`config.mk`:
```
export PLATFORM = sky130hd
export DESIGN_NAME = timing_event_scheduler
export DESIGN_NICKNAME = d
export VERILOG_FILES = /design/src/sv/tes_pkg.sv /design/src/sv/tes_datapath.sv /design/src/sv/tes_ctrl.sv /design/src/sv/timing_event_scheduler.sv
export SDC_FILE = /design/constraint.sdc
export NUM_CORES = 2
export LEC_CHECK = 0
export BUFFER_PORTS_ARGS = -buffer_cell sky130_fd_sc_hd__buf_2
export CAP_MARGIN = 20
export CELL_PAD_IN_SITES_DETAIL_PLACEMENT = 1
export CELL_PAD_IN_SITES_GLOBAL_PLACEMENT = 1
export CORE_ASPECT_RATIO = 1.1
export CORE_MARGIN = 3
export CORE_UTILIZATION = 55
export CTS_CLUSTER_DIAMETER = 200
export CTS_CLUSTER_SIZE = 16
export DETAILED_ROUTE_END_ITERATION = 7
export GPL_TIMING_DRIVEN = 0
export PLACE_DENSITY = 0.82
export SETUP_SLACK_MARGIN = 0.2
export SKIP_LAST_GASP = 1
export SLEW_MARGIN = 20
export SYNTH_ARGS = -nofsm -noshare
export SYNTH_HDL_FRONTEND = slang
export SYNTH_HIERARCHICAL = 1
export SYNTH_SLANG_ARGS = --single-unit
export TNS_END_PERCENT = 100
```
`constraint.sdc`:
```
create_clock -name clk -period 12.3 [get_ports clk]
set_clock_uncertainty 0.15 [all_clocks]
set_input_delay 1.845 -clock clk [delete_from_list [all_inputs] [get_ports clk]]
set_output_delay 1.845 -clock clk [all_outputs]
set_load 0.005 [all_outputs]
```
`src/sv/tes_pkg.sv`:
```
// Shared types and constants for the timing event scheduler.
package tes_pkg;

  // Request codes carried in req_type
  localparam logic [1:0] REQ_ADVANCE    = 2'd0;
  localparam logic [1:0] REQ_ACTIVATE   = 2'd1;
  localparam logic [1:0] REQ_DEACTIVATE = 2'd2;

  localparam logic signed [31:0] DC_MAX = 32'sh7FFF_FFFF;
  localparam logic signed [31:0] DC_MIN = 32'sh8000_0000;
  localparam logic [30:0]        U31_MAX = 31'h7FFF_FFFF;

  // One input item
  typedef struct packed {
    logic [1:0]         req_type;
    logic [3:0]         slot;
    logic [23:0]        elapsed_ticks;
    logic signed [31:0] start_downcount;
    logic [30:0]        reload_interval;
  } in_item_t;

  // One result item
  typedef struct packed {
    logic               fired;
    logic [3:0]         fired_slot;
    logic [30:0]        exec_ticks;
    logic [30:0]        late_ticks;
    logic signed [31:0] next_downcount;
    logic               none_active;
    logic               last;
  } out_item_t;

  // One entry of the slot memory
  typedef struct packed {
    logic signed [31:0] dc;
    logic [30:0]        iv;
    logic [30:0]        el;
  } slot_word_t;

  // Controller states
  typedef enum logic [1:0] {
    ST_IDLE,
    ST_APPLY,
    ST_PASS,
    ST_DECIDE
  } tes_state_t;

  // Commands from controller to datapath
  typedef struct packed {
    logic load;       // capture the accepted item
    logic apply;      // activate / deactivate, clear pending firing
    logic clr_best;   // restart the minimum search
    logic rd;         // read slot memory at rd_addr
    logic upd;        // this pass subtracts elapsed ticks
    logic fire;       // commit a firing of the best slot
    logic emit_final; // send the last result of the item
  } tes_cmd_t;

  // Status from datapath to controller
  typedef struct packed {
    logic is_adv;     // current item is an advance
    logic fire_ok;    // a minimum exists and is due
  } tes_sts_t;

endpackage

```
`src/sv/tes_datapath.sv`:
```
// Slot memory, active flags, minimum search, firing arithmetic and result register.
module tes_datapath #(
  parameter int NUM_SLOTS = 16,
  parameter int AW        = 4
) (
  input  logic                clk,
  input  logic                rst_n,
  input  tes_pkg::in_item_t   in_item,
  input  tes_pkg::tes_cmd_t   cmd,
  input  logic [AW-1:0]       rd_addr,
  output tes_pkg::tes_sts_t   sts,
  output logic                out_valid,
  output tes_pkg::out_item_t  out_item
);
  import tes_pkg::*;

  in_item_t           req_r;
  logic [NUM_SLOTS-1:0] act_r;
  slot_word_t         mem_r [NUM_SLOTS];
  slot_word_t         rd_q_r;
  logic               rd_vld_r;
  logic [AW-1:0]      rd_idx_r;

  logic               best_vld_r;
  logic [AW-1:0]      best_idx_r;
  logic signed [31:0] best_dc_r;
  logic [30:0]        best_el_r;
  logic [30:0]        best_iv_r;

  logic               pend_vld_r;
  logic [3:0]         pend_slot_r;
  logic [30:0]        pend_tte_r;
  logic [30:0]        pend_late_r;

  logic               out_valid_r;
  out_item_t          out_item_r;

  logic [6:0]         slot_ext;
  logic [AW-1:0]      slot_addr;
  logic               slot_ok;
  logic [6:0]         best_ext;
  logic signed [32:0] sub33;
  logic [31:0]        el32;
  logic signed [31:0] cur_dc;
  logic [30:0]        cur_el;
  logic               cur_act;
  logic signed [32:0] rel33;
  logic signed [31:0] dc_reload;
  logic [32:0]        late33;
  logic [30:0]        late31;
  logic               wr_en;
  logic [AW-1:0]      wr_addr;
  slot_word_t         wr_data;
  logic signed [31:0] next_dc;

  // Request slot decode
  assign slot_ext  = 7'(req_r.slot);
  assign slot_addr = slot_ext[AW-1:0];
  assign slot_ok   = slot_ext < 7'(NUM_SLOTS);
  assign best_ext  = 7'(best_idx_r);

  // Advance arithmetic on the slot just read, with saturation
  always_comb begin
    sub33   = {rd_q_r.dc[31], rd_q_r.dc} - $signed({9'd0, req_r.elapsed_ticks});
    el32    = {1'b0, rd_q_r.el} + {8'd0, req_r.elapsed_ticks};
    cur_act = act_r[rd_idx_r];
    if (cmd.upd && cur_act) begin
      cur_dc = (sub33[32] != sub33[31]) ? DC_MIN : sub33[31:0];
      cur_el = el32[31] ? U31_MAX : el32[30:0];
    end else begin
      cur_dc = rd_q_r.dc;
      cur_el = rd_q_r.el;
    end
  end

  // Reload and lateness of the slot that fires
  always_comb begin
    rel33     = {best_dc_r[31], best_dc_r} + $signed({2'd0, best_iv_r});
    dc_reload = (rel33[32] != rel33[31]) ? DC_MAX : rel33[31:0];
    late33    = 33'd0 - {best_dc_r[31], best_dc_r};
    late31    = late33[31] ? U31_MAX : late33[30:0];
  end

  // Single write port of the slot memory
  always_comb begin
    wr_en   = 1'b0;
    wr_addr = rd_idx_r;
    wr_data = '{dc: cur_dc, iv: rd_q_r.iv, el: cur_el};
    priority if (cmd.apply && req_r.req_type == REQ_ACTIVATE && slot_ok) begin
      wr_en   = 1'b1;
      wr_addr = slot_addr;
      wr_data = '{dc: req_r.start_downcount, iv: req_r.reload_interval, el: '0};
    end else if (cmd.fire) begin
      wr_en   = 1'b1;
      wr_addr = best_idx_r;
      wr_data = '{dc: dc_reload, iv: best_iv_r, el: '0};
    end else if (rd_vld_r && cmd.upd && cur_act) begin
      wr_en   = 1'b1;
    end else begin
      wr_en   = 1'b0;
    end
  end

  // Slot memory
  always_ff @(posedge clk) begin
    if (wr_en) begin
      mem_r[wr_addr] <= wr_data;
    end
    if (cmd.rd) begin
      rd_q_r <= mem_r[rd_addr];
    end
    rd_idx_r <= rd_addr;
  end

  // Read-data valid flag
  always_ff @(posedge clk) begin
    if (!rst_n) begin
      rd_vld_r <= 1'b0;
    end else begin
      rd_vld_r <= cmd.rd;
    end
  end

  // Captured request
  always_ff @(posedge clk) begin
    if (cmd.load) begin
      req_r <= in_item;
    end
  end

  // Active flags
  always_ff @(posedge clk) begin
    if (!rst_n) begin
      act_r <= '0;
    end else if (cmd.apply && slot_ok) begin
      if (req_r.req_type == REQ_ACTIVATE) begin
        act_r[slot_addr] <= 1'b1;
      end else if (req_r.req_type == REQ_DEACTIVATE) begin
        act_r[slot_addr] <= 1'b0;
      end
    end
  end

  // Running minimum over one pass, ties kept at the lowest slot
  always_ff @(posedge clk) begin
    if (!rst_n) begin
      best_vld_r <= 1'b0;
    end else if (cmd.clr_best) begin
      best_vld_r <= 1'b0;
    end else if (rd_vld_r && cur_act && (!best_vld_r || cur_dc < best_dc_r)) begin
      best_vld_r <= 1'b1;
    end
  end

  always_ff @(posedge clk) begin
    if (rd_vld_r && cur_act && (!best_vld_r || cur_dc < best_dc_r)) begin
      best_idx_r <= rd_idx_r;
      best_dc_r  <= cur_dc;
      best_el_r  <= cur_el;
      best_iv_r  <= rd_q_r.iv;
    end
  end

  // Firing held back until we know whether another follows
  always_ff @(posedge clk) begin
    if (!rst_n) begin
      pend_vld_r <= 1'b0;
    end else if (cmd.apply) begin
      pend_vld_r <= 1'b0;
    end else if (cmd.fire) begin
      pend_vld_r <= 1'b1;
    end
  end

  always_ff @(posedge clk) begin
    if (cmd.fire) begin
      pend_slot_r <= best_ext[3:0];
      pend_tte_r  <= best_el_r;
      pend_late_r <= late31;
    end
  end

  assign next_dc = best_vld_r ? best_dc_r : '0;

  // Result register: one-cycle strobe
  always_ff @(posedge clk) begin
    if (!rst_n) begin
      out_valid_r <= 1'b0;
    end else begin
      out_valid_r <= (cmd.fire && pend_vld_r) || cmd.emit_final;
    end
  end

  always_ff @(posedge clk) begin
    if (cmd.fire && pend_vld_r) begin
      out_item_r <= '{fired: 1'b1, fired_slot: pend_slot_r, exec_ticks: pend_tte_r,
                      late_ticks: pend_late_r, next_downcount: '0, none_active: 1'b0,
                      last: 1'b0};
    end else if (cmd.emit_final) begin
      if (pend_vld_r) begin
        out_item_r <= '{fired: 1'b1, fired_slot: pend_slot_r, exec_ticks: pend_tte_r,
                        late_ticks: pend_late_r, next_downcount: next_dc,
                        none_active: !best_vld_r, last: 1'b1};
      end else begin
        out_item_r <= '{fired: 1'b0, fired_slot: '0, exec_ticks: '0,
                        late_ticks: '0, next_downcount: next_dc,
                        none_active: !best_vld_r, last: 1'b1};
      end
    end
  end

  assign sts.is_adv  = (req_r.req_type == REQ_ADVANCE);
  assign sts.fire_ok = best_vld_r && (best_dc_r[31] || best_dc_r == '0);
  assign out_valid   = out_valid_r;
  assign out_item    = out_item_r;

endmodule

```
`src/sv/tes_ctrl.sv`:
```
// Sequencer for the scheduler: request apply, slot passes and firing decisions.
module tes_ctrl #(
  parameter int NUM_SLOTS   = 16,
  parameter int MAX_FIRINGS = 64,
  parameter int AW          = 4,
  parameter int CW          = 5,
  parameter int FW          = 7
) (
  input  logic                clk,
  input  logic                rst_n,
  input  logic                start,
  output logic                busy,
  input  tes_pkg::tes_sts_t   sts,
  output tes_pkg::tes_cmd_t   cmd,
  output logic [AW-1:0]       rd_addr
);
  import tes_pkg::*;

  tes_state_t    state_r, state_nxt;
  logic [CW-1:0] cnt_r;
  logic [FW-1:0] nfire_r;
  logic          upd_r;
  logic          rd_more;
  logic          fire_go;

  assign rd_more = cnt_r < CW'(NUM_SLOTS);
  assign fire_go = sts.is_adv && sts.fire_ok && (nfire_r < FW'(MAX_FIRINGS));

  // Next state
  always_comb begin
    state_nxt = state_r;
    unique case (state_r)
      ST_IDLE:   if (start) begin
        state_nxt = ST_APPLY;
      end
      ST_APPLY:  state_nxt = ST_PASS;
      ST_PASS:   if (!rd_more) begin
        state_nxt = ST_DECIDE;
      end
      ST_DECIDE: state_nxt = fire_go ? ST_PASS : ST_IDLE;
      default:   state_nxt = ST_IDLE;
    endcase
  end

  // Outputs
  always_comb begin
    cmd  = '0;
    busy = 1'b1;
    cmd.upd = upd_r;
    unique case (state_r)
      ST_IDLE: begin
        busy     = 1'b0;
        cmd.load = start;
      end
      ST_APPLY: begin
        cmd.apply    = 1'b1;
        cmd.clr_best = 1'b1;
      end
      ST_PASS: begin
        cmd.rd = rd_more;
      end
      ST_DECIDE: begin
        cmd.fire       = fire_go;
        cmd.clr_best   = fire_go;
        cmd.emit_final = !fire_go;
      end
      default: begin
        busy = 1'b1;
      end
    endcase
  end

  assign rd_addr = cnt_r[AW-1:0];

  // State and counters
  always_ff @(posedge clk) begin
    if (!rst_n) begin
      state_r <= ST_IDLE;
      cnt_r   <= '0;
      nfire_r <= '0;
      upd_r   <= 1'b0;
    end else begin
      state_r <= state_nxt;
      unique case (state_r)
        ST_APPLY: begin
          cnt_r   <= '0;
          nfire_r <= '0;
          upd_r   <= sts.is_adv;
        end
        ST_PASS: begin
          if (rd_more) begin
            cnt_r <= cnt_r + CW'(1);
          end
        end
        ST_DECIDE: begin
          cnt_r <= '0;
          upd_r <= 1'b0;
          if (fire_go) begin
            nfire_r <= nfire_r + FW'(1);
          end
        end
        default: begin
          cnt_r <= cnt_r;
        end
      endcase
    end
  end

endmodule

```
`src/sv/timing_event_scheduler.sv`:
```
// Top level of the timing event scheduler: controller plus slot datapath.
//
// Usage: drive in_item and raise start; the item is taken at a clock edge
// with start high and busy low. Advance items subtract elapsed_ticks from
// every active slot and then fire due slots, smallest downcount first, ties
// to the lowest slot, up to MAX_FIRINGS per item. Activate and deactivate
// items edit one slot and give a single status result.
// Results appear on out_item for one cycle with out_valid high; out_item.last
// marks the final result of an item, which carries the smallest remaining
// downcount. The receiver cannot stall; every result must be taken.
// One slot pass walks the slot memory through its single read port. Each
// firing of an advance adds a pass and a decision before its result;
// busy stays high until the last result is issued. The next item may be
// accepted while the last result is on the outputs.
// Reset (synchronous, rst_n low) clears all active flags and the sequencer;
// slot contents are loaded by activation.
module timing_event_scheduler #(
  parameter int NUM_SLOTS   = 16,
  parameter int MAX_FIRINGS = 64
) (
  input  logic               clk,
  input  logic               rst_n,
  input  logic               start,
  output logic               busy,
  input  tes_pkg::in_item_t  in_item,
  output logic               out_valid,
  output tes_pkg::out_item_t out_item
);
  import tes_pkg::*;

  localparam int AW = (NUM_SLOTS > 1) ? $clog2(NUM_SLOTS) : 1;
  localparam int CW = $clog2(NUM_SLOTS + 1);
  localparam int FW = $clog2(MAX_FIRINGS + 1);

  tes_cmd_t      cmd;
  tes_sts_t      sts;
  logic [AW-1:0] rd_addr;

  // Sequencer
  tes_ctrl #(
    .NUM_SLOTS   (NUM_SLOTS),
    .MAX_FIRINGS (MAX_FIRINGS),
    .AW          (AW),
    .CW          (CW),
    .FW          (FW)
  ) u_ctrl (
    .clk     (clk),
    .rst_n   (rst_n),
    .start   (start),
    .busy    (busy),
    .sts     (sts),
    .cmd     (cmd),
    .rd_addr (rd_addr)
  );

  // Slot storage and arithmetic
  tes_datapath #(
    .NUM_SLOTS (NUM_SLOTS),
    .AW        (AW)
  ) u_dp (
    .clk       (clk),
    .rst_n     (rst_n),
    .in_item   (in_item),
    .cmd       (cmd),
    .rd_addr   (rd_addr),
    .sts       (sts),
    .out_valid (out_valid),
    .out_item  (out_item)
  );

endmodule

```
==> impl_metrics.csv <==
group,metric,value,unit
critical_path,critical_path.reg2reg.startpoint,"u_dp/best_dc_r[2]",
routing,antenna_nets_post_route,0,
floorplanning,std_cell_rows,146,
routing,wl,250.0,mm
timing,final.setup.worst_slack,3.564,ns
placed_design,place_inst,6333,
placed_design,detailed_place_hpwl,165.5,mm
flow_run,drv.max_cap_violation_count,0,
synth,yosys_warnings,6,
routing,firstDrtPassIters,6,
grt,first_global_vias,46650,
cells_and_area,layout.core_utilization,0.6285,
run_status,status,"complete, no violations",
power,report.power.total,12690,uW
power,peak_supply_drop,106.4,uV
hold_path,hold_path_end,"u_dp/pend_tte_r[1]",
critical_path,crit_required,12.62,ns
placed_design,i_o_buffers,198,
cts,worst_skew_pair.late_latency,0.82,ns
timing,timing.final.setup_violations,0,
floorplanning,die_width,369.7,um
cells_and_area,fraction_of_final_layout_cells_sized_beyond_drive_strength_1,0.2396,
timing,fin_hold_ws,0.2645,ns
cells_and_area,fin_nets,4780,
synth,post_synth_num_cell_types,86,
cts,clock_sink_count,1995,
timing,tightestPinTransition,1.240,ns
hold_path,hold-path-cell-count,0,
hold_path,hold_path_startpoint,"u_dp/best_el_r[1]",
routing,vias,45380,
timing,final_max_slew_viol_count,0,
synth,postSynthAreaPerCell,19.60,um^2
floorplanning,start_util,0.5544,
critical_path,worstReg2RegEnd,"u_dp/mem_r[1][67]",
critical_path,critical_path.endpoint_type,"flop",
timing,fin_crit,8.736,ns
grt,global_route_overflow,0,
timing,setup_repair_after_global_routing_missed_its_margin,"false",
synth,ys_seq_area_frac,0.7395,
synth,async_reset_ff_frac,0,
placed_design,place.gp.congestion,0.9126,
timing,clock.fmax,114.5,MHz
synth,synth-seq-cells,1995,
cts,cts.repair.resized,0,
critical_path,worstRegToRegCells,19,
critical_path,worstSetupPathType,"flop to flop",
routing,wire_per_inst,38.22,um
critical_path,startpoint_type_of_the_worst_setup_path,"flop",
synth,synth_enable_flop_cells,1921,
critical_path,regToRegSetupSlack,3.56,ns
placed_design,preCtsSetupSlack,3.861,ns
synth,synth-main-ff-cell,"sky130_fd_sc_hd__edfxtp_1",
timing,relSlewSlack,0.1675,
routing,detail_route.iter0.violations,7405,
timing,timing.final.hold_violations,0,
cts,post_cts_hold_buffer_count,0,
grt,grtUsageTotal,0.3364,
floorplanning,io_pins,199,
power,power_per_cell_area,139.9,mW/mm^2
cts,buffers_inserted_during_post_cts_setup_optimization,0,
cts,count_of_h_tree_levels_built_during_cts,4,
routing,drcViolationCount,0,
synth,synth.net_count,4299,
cts,cts_tree,"done",
grt,grt_start_max_net_pins,43,
cts,tritoncts.num_buffers,142,
power,total_leakage_power,0.02869,uW
critical_path,worstPathMaxFanout,39,
cells_and_area,post_layout_nonfiller_instances,6541,
routing,via_per_inst,6.938,
floorplanning,core_region_area,0.1443,mm^2
cells_and_area,layout.filler_cells,12090,
hold_path,holdCritPathClass,"flop to flop",
critical_path,worst_ep_arrival_time,9.06,ns
cts,clkTransAtPathRegs,0.08,ns
floorplanning,die_h,406.0,um
grt,antenna_found_initial,6,
timing,post-route-period-util,0.7102,
cts,ctsRootBufferMaster,"sky130_fd_sc_hd__clkbuf_16",
cells_and_area,area_growth,13.35,%
grt,grt_pass1_wl,353.1,mm
synth,synth_instances,4083,
synth,syn-cell-area,0.08001,mm^2
floorplanning,die_area,0.1501,mm^2
cts,cts_buffer_depth,3,
-- how the worst max path moves through the flow --
stage / end / slack [ns] / from
after floorplan: u_dp/mem_r[11][0] / 2.11 / u_dp/best_dc_r[2]
after global placement: u_dp/mem_r[8][40] / -5.78 / u_dp/best_dc_r[2]
after detailed placement: u_dp/mem_r[10][67] / 3.86 / u_dp/best_dc_r[2]
after CTS: u_dp/mem_r[1][67] / 3.71 / u_dp/best_dc_r[2]
after global routing: u_dp/mem_r[1][67] / 3.31 / u_dp/best_dc_r[2]
final: u_dp/mem_r[1][67] / 3.56 / u_dp/best_dc_r[2]
-- where the power goes --
part,total [uW],internal [uW],switching [uW]
clock,4410,2140,2270
combinational,724,277,447
sequential,7560,7510,50.1
total,12700,9930,2760
-- sequential cells by signal (all words and copies together), names as in the netlist, 2 cells and up, named ones only --
register / cells
u_dp/mem_r: 1504
u_dp/out_item: 101
u_dp/rd_q_r: 94
u_dp/req_r: 89
u_dp/best_dc_r: 32
u_dp/best_el_r: 31
u_dp/best_iv_r: 31
u_dp/pend_late_r: 31
u_dp/pend_tte_r: 31
u_ctrl/nfire_r: 7
u_ctrl/cnt_r: 5
u_dp/best_idx_r: 4
u_dp/pend_slot_r: 4
u_dp/rd_idx_r: 4
u_dp/slot_addr: 4
u_ctrl/state_r: 2
-- final cells by class --
class / count / area (um^2) / share of cell area
clock inverter: 14 / 168.9 / 0.001862
tap: 1924 / 2407 / 0.02654
buffer: 177 / 752.0 / 0.008291
clock buffer: 182 / 3746 / 0.04130
timing repair buffer: 337 / 4035 / 0.04449
inverter: 88 / 335.3 / 0.003697
antenna: 1 / 2.502 / 0.00002759
multi-input combinational: 1823 / 20090 / 0.2215
sequential: 1995 / 59170 / 0.6523
-- cell usage after synthesis (all sizes together) (49+ instances only) --
| cell type | count | share of area |
|---|---|---|
| mux4 | 474 | 0.13 |
| o21ai | 107 | 0.0067 |
| edfxtp | 1921 | 0.72 |
| nand2 | 170 | 0.0081 |
| a21oi | 92 | 0.0058 |
| nor2 | 144 | 0.0068 |
| and2 | 106 | 0.0083 |
| clkbuf | 130 | 0.0061 |
| ha | 117 | 0.018 |
| dfxtp | 74 | 0.019 |
| inv | 87 | 0.0041 |
| mux2i | 49 | 0.0061 |
| xnor2 | 70 | 0.0078 |
-- worst max-delay path, cell delays in order (launching register included) --
cell and delay, ns:
sky130_fd_sc_hd__edfxtp_1 0.53, sky130_fd_sc_hd__or4_4 0.62, sky130_fd_sc_hd__nor3_4 0.20, sky130_fd_sc_hd__nand2_2 0.11, sky130_fd_sc_hd__or4_4 0.55, sky130_fd_sc_hd__nor2b_4 0.16
sky130_fd_sc_hd__nand3_2 0.13, sky130_fd_sc_hd__or4_1 0.50, sky130_fd_sc_hd__nand2b_4 0.17, sky130_fd_sc_hd__nor2_1 0.14, sky130_fd_sc_hd__o21a_1 0.27, sky130_fd_sc_hd__and3b_1 0.30
sky130_fd_sc_hd__nand2_1 0.16, sky130_fd_sc_hd__inv_4 0.42, sky130_fd_sc_hd__buf_12 0.30, sky130_fd_sc_hd__clkbuf_1 0.62, sky130_fd_sc_hd__clkbuf_1 0.76, sky130_fd_sc_hd__clkbuf_1 0.90
sky130_fd_sc_hd__o22ai_1 0.45, sky130_fd_sc_hd__o21ai_1 0.88
-- metal layers --
layer,share of wire,wire (um),global-route usage,up-vias
met1,0.34,85640,0.4423,23520
met3,0.12,29360,0.07128,663
li1,-,-,-,17530
met5,0.00012,29,0,-
met2,0.48,119900,0.5360,3665
met4,0.060,15100,0.1744,4
-- stage by stage --
step	setup TNS, ns	cell area (um^2)
after floorplan	0	80010
after global placement	-8392.83	83410
after detailed placement	0	86540
after CTS	0	90460
after global routing	0	90700
final	0	90700
-- cell usage in the layout, fill, tap and decap left out, drive strengths merged, types with 24 or more instances in the layout --
master / count
buf: 364
xnor2: 70
and2: 106
nor2: 144
inv: 97
ha: 117
dfxtp: 74
mux4: 474
nor3: 25
edfxtp: 1921
xor2: 33
o21ai: 107
nor2b: 24
a21oi: 92
clkbuf: 332
nand2: 170
mux2i: 49
nand3: 41
a21o: 44
a22o: 46
-- cells by family after synthesis --
| logic type | count (synthesis) | synth area share |
|---|---|---|
| compound gates | 464 | 0.03902 |
| mux | 524 | 0.1397 |
| fa+ha+maj | 120 | 0.01905 |
| simple gates | 612 | 0.03862 |
| flops | 1995 | 0.7395 |
| xor+xnor | 103 | 0.01137 |
| buf+inv | 265 | 0.01281 |
Note: power is estimated with default switching activity, not from simulation.
